`src/rtl/lca_pkg.sv`:
```
`timescale 1ns / 1ps
package lca_pkg;

  localparam int unsigned MAX_NODES = 1023;
  localparam int unsigned LEVELS    = 10;
  localparam int unsigned NODE_W    = 10;
  localparam int unsigned LVL_W     = (LEVELS > 1) ? $clog2(LEVELS) : 1;
  localparam int unsigned NODES     = MAX_NODES + 1;
  localparam int unsigned ADDR_W    = $clog2(NODES);
  localparam logic [NODE_W-1:0] OUT_MAX = NODE_W'(1023);

  // request kinds
  typedef enum logic [1:0] {
    REQ_CLEAR = 2'd0,
    REQ_LOAD  = 2'd1,
    REQ_BUILD = 2'd2,
    REQ_QUERY = 2'd3
  } req_e;

  // datapath operations issued by the controller
  typedef enum logic [4:0] {
    OP_NONE,
    OP_CLR_INIT,
    OP_CLR_STEP,
    OP_ACCEPT,
    OP_LOAD,
    OP_B_INIT,
    OP_B_RD_X,
    OP_B_RD_PAR,
    OP_B_WR,
    OP_D_INIT,
    OP_RD_A,
    OP_D_STEP,
    OP_Q_RD_DA,
    OP_Q_RD_DB,
    OP_Q_SET,
    OP_Q_LSTEP,
    OP_Q_CMP,
    OP_RD_AB,
    OP_Q_TSTEP,
    OP_Q_PAR,
    OP_Q_RD_DC,
    OP_Q_FIN
  } dp_op_e;

  typedef struct packed {
    dp_op_e op;
  } lca_cmd_t;

  typedef struct packed {
    logic x_last;
    logic x_ge_hi;
    logic hi_zero;
    logic lvl_last;
    logic lvl_zero;
    logic a_eq_b;
    logic out_busy;
  } lca_sts_t;

  // ids above the table range stand for node 0
  function automatic logic [NODE_W-1:0] node_id(input logic [NODE_W-1:0] v);
    node_id = ({22'd0, v} <= 32'(MAX_NODES)) ? v : '0;
  endfunction

endpackage

```
`src/rtl/lca_ctrl.sv`:
```
`timescale 1ns / 1ps
module lca_ctrl import lca_pkg::*; (
  input  logic       clk_i,
  input  logic       rst_ni,
  input  logic       in_valid_i,
  input  logic [1:0] req_type_i,
  output logic       in_ready_o,
  output lca_cmd_t   cmd_o,
  input  lca_sts_t   sts_i
);

  typedef enum logic [4:0] {
    ST_CLR_INIT, ST_CLR, ST_IDLE, ST_LOAD,
    ST_B_INIT, ST_B_RD1, ST_B_RD2, ST_B_WR,
    ST_D_INIT, ST_D_RD, ST_D_STEP,
    ST_Q_RDA, ST_Q_RDB, ST_Q_SET, ST_Q_LRD, ST_Q_LSTEP, ST_Q_CMP,
    ST_Q_TRD, ST_Q_TSTEP, ST_Q_PRD, ST_Q_PAR, ST_Q_RDC, ST_Q_FIN
  } state_e;

  state_e state_q, state_d;

  assign in_ready_o = (state_q == ST_IDLE);

  // next state and command decode
  always_comb begin
    state_d   = state_q;
    cmd_o.op  = OP_NONE;
    case (state_q)
      ST_CLR_INIT: begin
        cmd_o.op = OP_CLR_INIT;
        state_d  = ST_CLR;
      end
      ST_CLR: begin
        cmd_o.op = OP_CLR_STEP;
        if (sts_i.x_last) state_d = ST_IDLE;
      end
      ST_IDLE: begin
        if (in_valid_i) begin
          cmd_o.op = OP_ACCEPT;
          case (req_type_i)
            REQ_CLEAR: state_d = ST_CLR_INIT;
            REQ_LOAD:  state_d = ST_LOAD;
            REQ_BUILD: state_d = ST_B_INIT;
            default:   state_d = ST_Q_RDA;
          endcase
        end
      end
      ST_LOAD: begin
        cmd_o.op = OP_LOAD;
        state_d  = ST_IDLE;
      end
      ST_B_INIT: begin
        cmd_o.op = OP_B_INIT;
        state_d  = sts_i.hi_zero ? ST_IDLE : ST_B_RD1;
      end
      ST_B_RD1: begin
        cmd_o.op = OP_B_RD_X;
        state_d  = ST_B_RD2;
      end
      ST_B_RD2: begin
        cmd_o.op = OP_B_RD_PAR;
        state_d  = ST_B_WR;
      end
      ST_B_WR: begin
        cmd_o.op = OP_B_WR;
        state_d  = (sts_i.x_ge_hi && sts_i.lvl_last) ? ST_D_INIT : ST_B_RD1;
      end
      ST_D_INIT: begin
        cmd_o.op = OP_D_INIT;
        state_d  = ST_D_RD;
      end
      ST_D_RD: begin
        cmd_o.op = OP_RD_A;
        state_d  = ST_D_STEP;
      end
      ST_D_STEP: begin
        cmd_o.op = OP_D_STEP;
        state_d  = (sts_i.lvl_zero && sts_i.x_ge_hi) ? ST_IDLE : ST_D_RD;
      end
      ST_Q_RDA: begin
        cmd_o.op = OP_Q_RD_DA;
        state_d  = ST_Q_RDB;
      end
      ST_Q_RDB: begin
        cmd_o.op = OP_Q_RD_DB;
        state_d  = ST_Q_SET;
      end
      ST_Q_SET: begin
        cmd_o.op = OP_Q_SET;
        state_d  = ST_Q_LRD;
      end
      ST_Q_LRD: begin
        cmd_o.op = OP_RD_A;
        state_d  = ST_Q_LSTEP;
      end
      ST_Q_LSTEP: begin
        cmd_o.op = OP_Q_LSTEP;
        state_d  = sts_i.lvl_last ? ST_Q_CMP : ST_Q_LRD;
      end
      ST_Q_CMP: begin
        cmd_o.op = OP_Q_CMP;
        state_d  = sts_i.a_eq_b ? ST_Q_RDC : ST_Q_TRD;
      end
      ST_Q_TRD: begin
        cmd_o.op = OP_RD_AB;
        state_d  = ST_Q_TSTEP;
      end
      ST_Q_TSTEP: begin
        cmd_o.op = OP_Q_TSTEP;
        state_d  = sts_i.lvl_zero ? ST_Q_PRD : ST_Q_TRD;
      end
      ST_Q_PRD: begin
        cmd_o.op = OP_RD_A;
        state_d  = ST_Q_PAR;
      end
      ST_Q_PAR: begin
        cmd_o.op = OP_Q_PAR;
        state_d  = ST_Q_RDC;
      end
      ST_Q_RDC: begin
        cmd_o.op = OP_Q_RD_DC;
        state_d  = ST_Q_FIN;
      end
      ST_Q_FIN: begin
        // hold until the output register is free
        if (!sts_i.out_busy) begin
          cmd_o.op = OP_Q_FIN;
          state_d  = ST_IDLE;
        end
      end
      default: state_d = ST_CLR_INIT;
    endcase
  end

  always_ff @(posedge clk_i or negedge rst_ni) begin
    if (!rst_ni) begin
      state_q <= ST_CLR_INIT;
    end else begin
      state_q <= state_d;
    end
  end

endmodule

```
`config.mk`:
```
export PLATFORM = sky130hd
export DESIGN_NAME = lca_ctrl
export DESIGN_NICKNAME = d
export VERILOG_FILES = /design/src/rtl/lca_pkg.sv /design/src/rtl/lca_ctrl.sv
export SDC_FILE = /design/constraint.sdc
export NUM_CORES = 1
export LEC_CHECK = 0
export ABC_AREA = 1
export BUFFER_PORTS_ARGS = -buffer_cell sky130_fd_sc_hd__buf_2
export CAP_MARGIN = 15
export CORE_UTILIZATION = 47
export DETAILED_ROUTE_END_ITERATION = 12
export PLACE_DENSITY = 0.74
export SYNTH_ARGS = -nofsm -noshare
export SYNTH_HDL_FRONTEND = slang
export SYNTH_SLANG_ARGS = --single-unit
```
`constraint.sdc`:
```
create_clock -name clk_i -period 1.4 [get_ports clk_i]
set_input_delay 0.21 -clock clk_i [delete_from_list [all_inputs] [get_ports clk_i]]
set_output_delay 0.21 -clock clk_i [all_outputs]
set_load 0.01 [all_outputs]
```
==> summary.md, run 1 <==
| Metric | Value |
|---|---|
| Core Rows | 13 |
| Port buffer count | 17 |
| Chip Height | about 42 um |
| Stage reached | global routing (5_1_grt) |
| IO Pins | 18 |
| Average cell area after synthesis | 5.19 um2 |
| Gr ovfl total | 5 |
| Syn nets | 155 |
| Cells after Synth | between 100 and 150 |
| Yosys warns | 0 |
| # clock sinks | 5 |
| HPWL after DPL | 2.02 mm |
| GRT Total Usage | between 50% and 60% |
| Initial Utilization | 53.7% |
| Distinct cell type count after synthesis | 19 |
| CTS Root Cell | clkbuf_4 |
| Largest net degree at the start of global routing | 8 |
| GRT worst endpoint | cmd_o[1] |
| TritonCTS Buffers | 3 |
| Status | aborted with a tool error |
| Sequential area share after synthesis | about 17% |
| Stop Error | [ERROR GRT-0232] Routing congestion too high. Check the congestion heatmap in the GUI. |
| Die X | 41.7 um |
| H-tree Lvls | 1 |
| Routability cong. | ~1.0 |
| Synthesized cell area | between 700 and 800 um2 |
| #FFs+latches synth | 5 |
| Worst_ep kind | primary output |
| CTS Buffer Depth | 2 |
[metal layers]
layer	GRT overflow	track usage, %
met2	0	77.2
met4	5	67.7
met5	0	0
met1	0	52.5
met3	0	27.8
[per-stage QoR]
stage	instances	setup slack, ns	setup TNS, ns	util, %	cell area [um2]
after floorplan	143	0.0154	0	-	747
after detailed placement	197	-0.183	-1.08	73.2	1010
after global placement	197	-0.160	-0.930	73.2	1010
after CTS	207	-0.312	-1.82	87.9	1210
[synthesized netlist by cell type]
master / count / area share (%)
nand2_1: 36 / 18
inv_1: 19 / 9.6
a21boi_1: 1 / 1.0
o21ai_0: 8 / 5.4
nor2_1: 32 / 16
nor4_1: 1 / 0.84
nor2_2: 3 / 2.5
nand3b_1: 1 / 1.0
o2111ai_1: 1 / 1.2
a21oi_1: 5 / 3.4
dfrtp_1: 5 / 17
nand4_1: 6 / 5.1
nand3_1: 15 / 10
nand2_2: 2 / 1.7
nand3_2: 1 / 1.3
inv_2: 2 / 1.0
buf_6: 1 / 1.5
o211ai_1: 1 / 1.0
nor3_1: 3 / 2.0
[what timing repair did]
action | in CTS
pin swaps | 8
hold buffers | 1
gates resized for setup | 39
hold endpoints to repair | 5
setup buffers | 6
setup endpoints to repair | 11
gates cloned | 0
[kinds of logic after synthesis]
group	Yosys count	synth area share, %
AOI/OAI and AO/OA	16	12.0
DFF	5	16.9
and+or+nand+nor	100	59.0
buffers and inverters	22	12.1
==> run 2: changes to the inputs <==
Settings changed: CORE_AREA from default to 2 2 63 65, CORE_UTILIZATION 47 to default, DIE_AREA from default to 0 0 65 67, PLACE_DENSITY 0.74 to default, PLACE_DENSITY_LB_ADDON from default to 0.15.
Clock period 1.4 ns to 1.8 ns, I/O delays scaled along.
==> run 2 against run 1 <==
Effect of this change:
- the flow now finishes without violations
- synthesized cell count stayed put
- synthesized area is the same
==> summary.md, run 2 <==
| Metric | Value |
|---|---|
| Routability cong. | 0.923 (-12%) |
| Delay-heaviest family, CP | simple AND/OR/NAND/NOR gates |
| Later-pin clock latency in the skew report | 0.22 ns |
| Slew @ Worst Pin | 0.264 ns |
| Clk slew on worst S/H paths | approximately 0.040 ns |
| Min-Delay Startpoint | sts_i[6] |
| GRT Total Usage | 12.8% |
| Chip Height | 67 um (+61%) |
| RR Startpoint | state_q[1] |
| DRC errors left | 0 |
| Met2 GRT Util | between 20% and 30% |
| CP startpoint kind | flip-flop |
| Max reg flops | 5 |
| CP dominant cell by count | nor2_4 |
| Slew margin rel. | between 80 and 90% |
| Sum of buffers and inverters on the critical path | 3 |
| RSZ-0062 raised after global routing | yes |
| Gr ovfl total | 0 |
| Synth cell count leaders | 36 x nand2_1, 32 x nor2_1, 19 x inv_1 |
| Area grow syn2layout | 58.2% |
| Met3 Resource Use GR | under 10% |
| Final Skew | 0.00207 ns |
| Final Power | 1740 uW |
| Vias in the first global route | 982 |
| Initial antenna violation count | 0 |
| Critical path arrival | around 1.5 ns |
| CTS Root Cell | clkbuf_8 |
| Core Rows | 22 (+9) |
| CP endpoint kind | output port |
| Place WS | 0.0931 ns (+0.276 ns) |
| Distinct cell type count after synthesis | 19 (unchanged) |
| Syn nets | 155 (unchanged) |
| Final period util | a little over nine tenths |
| Port buffer count | 17 (unchanged) |
| First DRT Iteration DRCs | 39 |
| Top-count cell post-synth | nand2_1 |
| # clock sinks | 5 (unchanged) |
| #FFs+latches synth | 5 (unchanged) |
| Final Worst Setup Slack | about 0.02 ns |
| Power density cells | around 1500 nW/um2 |
| Max VDD drop | 0.471 mV |
| Drt pass-1 iters | 5 |
| Top post-synthesis cells by area | nand2_1 18%, dfrtp_1 17%, nor2_1 16%, nand3_1 10%, inv_1 9.6% |
| Commonest non-fill, non-tap cell in the layout | nand2_1 |
| Nets | 193 |
| Cells after Synth | 143 (unchanged) |
| Global-route wire length before repair | 4.29 mm |
| Initial Utilization | 20.6% (-33 points) |
| GR Util met1 | 16.2% |
| Biggest regs | state_q x5 |
| HPWL after DPL | 2.25 mm (+12%) |
| Post-synth EDFFs | 0 (unchanged) |
| Most frequent cells in the layout | 35 x nand2_1, 22 x nor2_1, 17 x buf_2 |
| Largest Register | state_q |
| Diodes inserted | 0 |
| Cell taking the most area after synthesis | nand2_1 |
| Fill cells | 406 |
| Via density | 4.67 |
| Asr flop ratio synth | 100% (unchanged) |
| Worst reg2reg endpoint | state_q[3] |
| Final min period | 1.78 ns |
| H-tree Lvls | 1 (unchanged) |
| Worst Reg-to-Reg Cells | 6 |
| Hold Crit Endpoint | state_q[0] |
| CTS tree | built |
| WHS Path Cells | 4 |
| R2R setup slack | 0.30 ns |
| Fmax | 562 MHz |
| Die area | between 4000 and 5000 um2 |
| Sequential area share after synthesis | 16.9% (unchanged) |
| Yosys warns | 0 (unchanged) |
| Global route hottest layer | met2 |
| CP max stage cell | dfrtp_1 |
| Endpoints failing setup | 0 |
| Yosys top cell area share | 18.2% (unchanged) |
| Average cell area after synthesis | 5.19 um2 (unchanged) |
| Status | completed |
| Worst EP required | ~1.5 ns |
| Final wirelength | roughly 2.8 mm |
| Die X | 65 um (+56%) |
| Largest net degree at the start of global routing | 9 |
| Hold WS | 0.311 ns |
| CP cell instances | clkinv_4 -> nand3_4 -> nor2_4 -> inv_2 -> nor2_4 -> nor2_2 -> nand4_1 -> buf_2 |
| Main flop type after synthesis | dfrtp_1 |
| Routed len/inst | 12.3 um |
| Final hold violation count | 0 |
| CTS Buffer Depth | 2 (unchanged) |
| Slowest cell delay on critical path | 0.40 ns |
| IO Pins | 18 (unchanged) |
| Antenna-violating nets left | 0 |
| Crit path max fanout | 8 |
| Hold/Removal Path Class | primary input to flip-flop |
| TritonCTS Buffers | 3 (unchanged) |
| CORE AREA | 3610 um2 |
| Pleak | between 0.0006 and 0.0007 uW |
| Maxcap violations | 0 |
| Synthesized cell area | 742 um2 (unchanged) |
| Layout cell share with drive strength beyond 1 | 37.8% |
| CP Class | flip-flop to output port |
| Slew Viols, Final | 0 |
| DR vias | 1,065 |
run 2: cell type report:
cell class | count | area, um2 | area share, %
clock buffers | 4 | 45.0 | 3.84
flip-flops and latches | 5 | 129 | 11.0
repair buffers | 34 | 215 | 18.3
multi-input cells | 116 | 641 | 54.6
well taps | 48 | 60.1 | 5.12
inverters | 21 | 83.8 | 7.14
run 2: how the worst max path moves through the flow:
stage | from | end | slack (ns) | cells after the start
5_1_grt | state_q[1] | cmd_o[1] | -0.09 | 6
6_report | state_q[4] | cmd_o[0] | 0.02 | 8
4_1_cts | state_q[3] | cmd_o[0] | -0.003 | 8
3_3_place_gp | state_q[4] | cmd_o[0] | 0.05 | 8
2_1_floorplan | state_q[4] | cmd_o[0] | 0.31 | 7
3_5_place_dp | state_q[4] | cmd_o[0] | 0.09 | 8
run 2: cell families after synthesis:
kind of cell	Yosys count	synth area share, %
DFF	5	16.9
buffers and inverters	22	12.1
and+or+nand+nor	100	59.0
AOI/OAI and AO/OA	16	12.0
run 2: what timing repair did:
item,in CTS,in global routing
buffers inserted,0,7
pin swaps,1,6
hold endpoints to repair,5,0
resized for setup,12,28
endpoints found under the setup margin,4,5
hold buffers,1,0
run 2: power by group:
group	switching (uW)	internal, uW	leakage (uW)
sequential	72.7	162	0.0000609
clock	51.8	152	0.0000228
combinational	781	522	0.000518
run 2: layer usage:
metal | up-vias | wire length (um) | part of all wire, %
li1 | 537 | - | -
met4 | 0 | 36 | 1.3
met2 | 31 | 1420 | 51
met5 | - | 0 | 0
met3 | 4 | 111 | 4.0
met1 | 493 | 1240 | 44
run 2: through the flow:
stage	instances	cell area (um2)	setup TNS, ns	utilization, %
floorplan	143	742	0	-
global placement	216	943	0	26.2
detailed placement	216	943	0	26.2
CTS	221	1040	-0.00309	28.8
global route	228	1170	-0.253	32.5
finish	228	1170	0	32.5
run 2: worst reg2reg max path, delay by kind of cell (launching register included):
family | cells | cell delay [ns]
buffers and inverters | 1 | 0.17
AND/OR/NAND/NOR | 4 | 0.59
flip-flops | 1 | 0.48
AO/OA/AOI/OAI | 1 | 0.14
No activity file was read; power rests on OpenSTA's default activity.
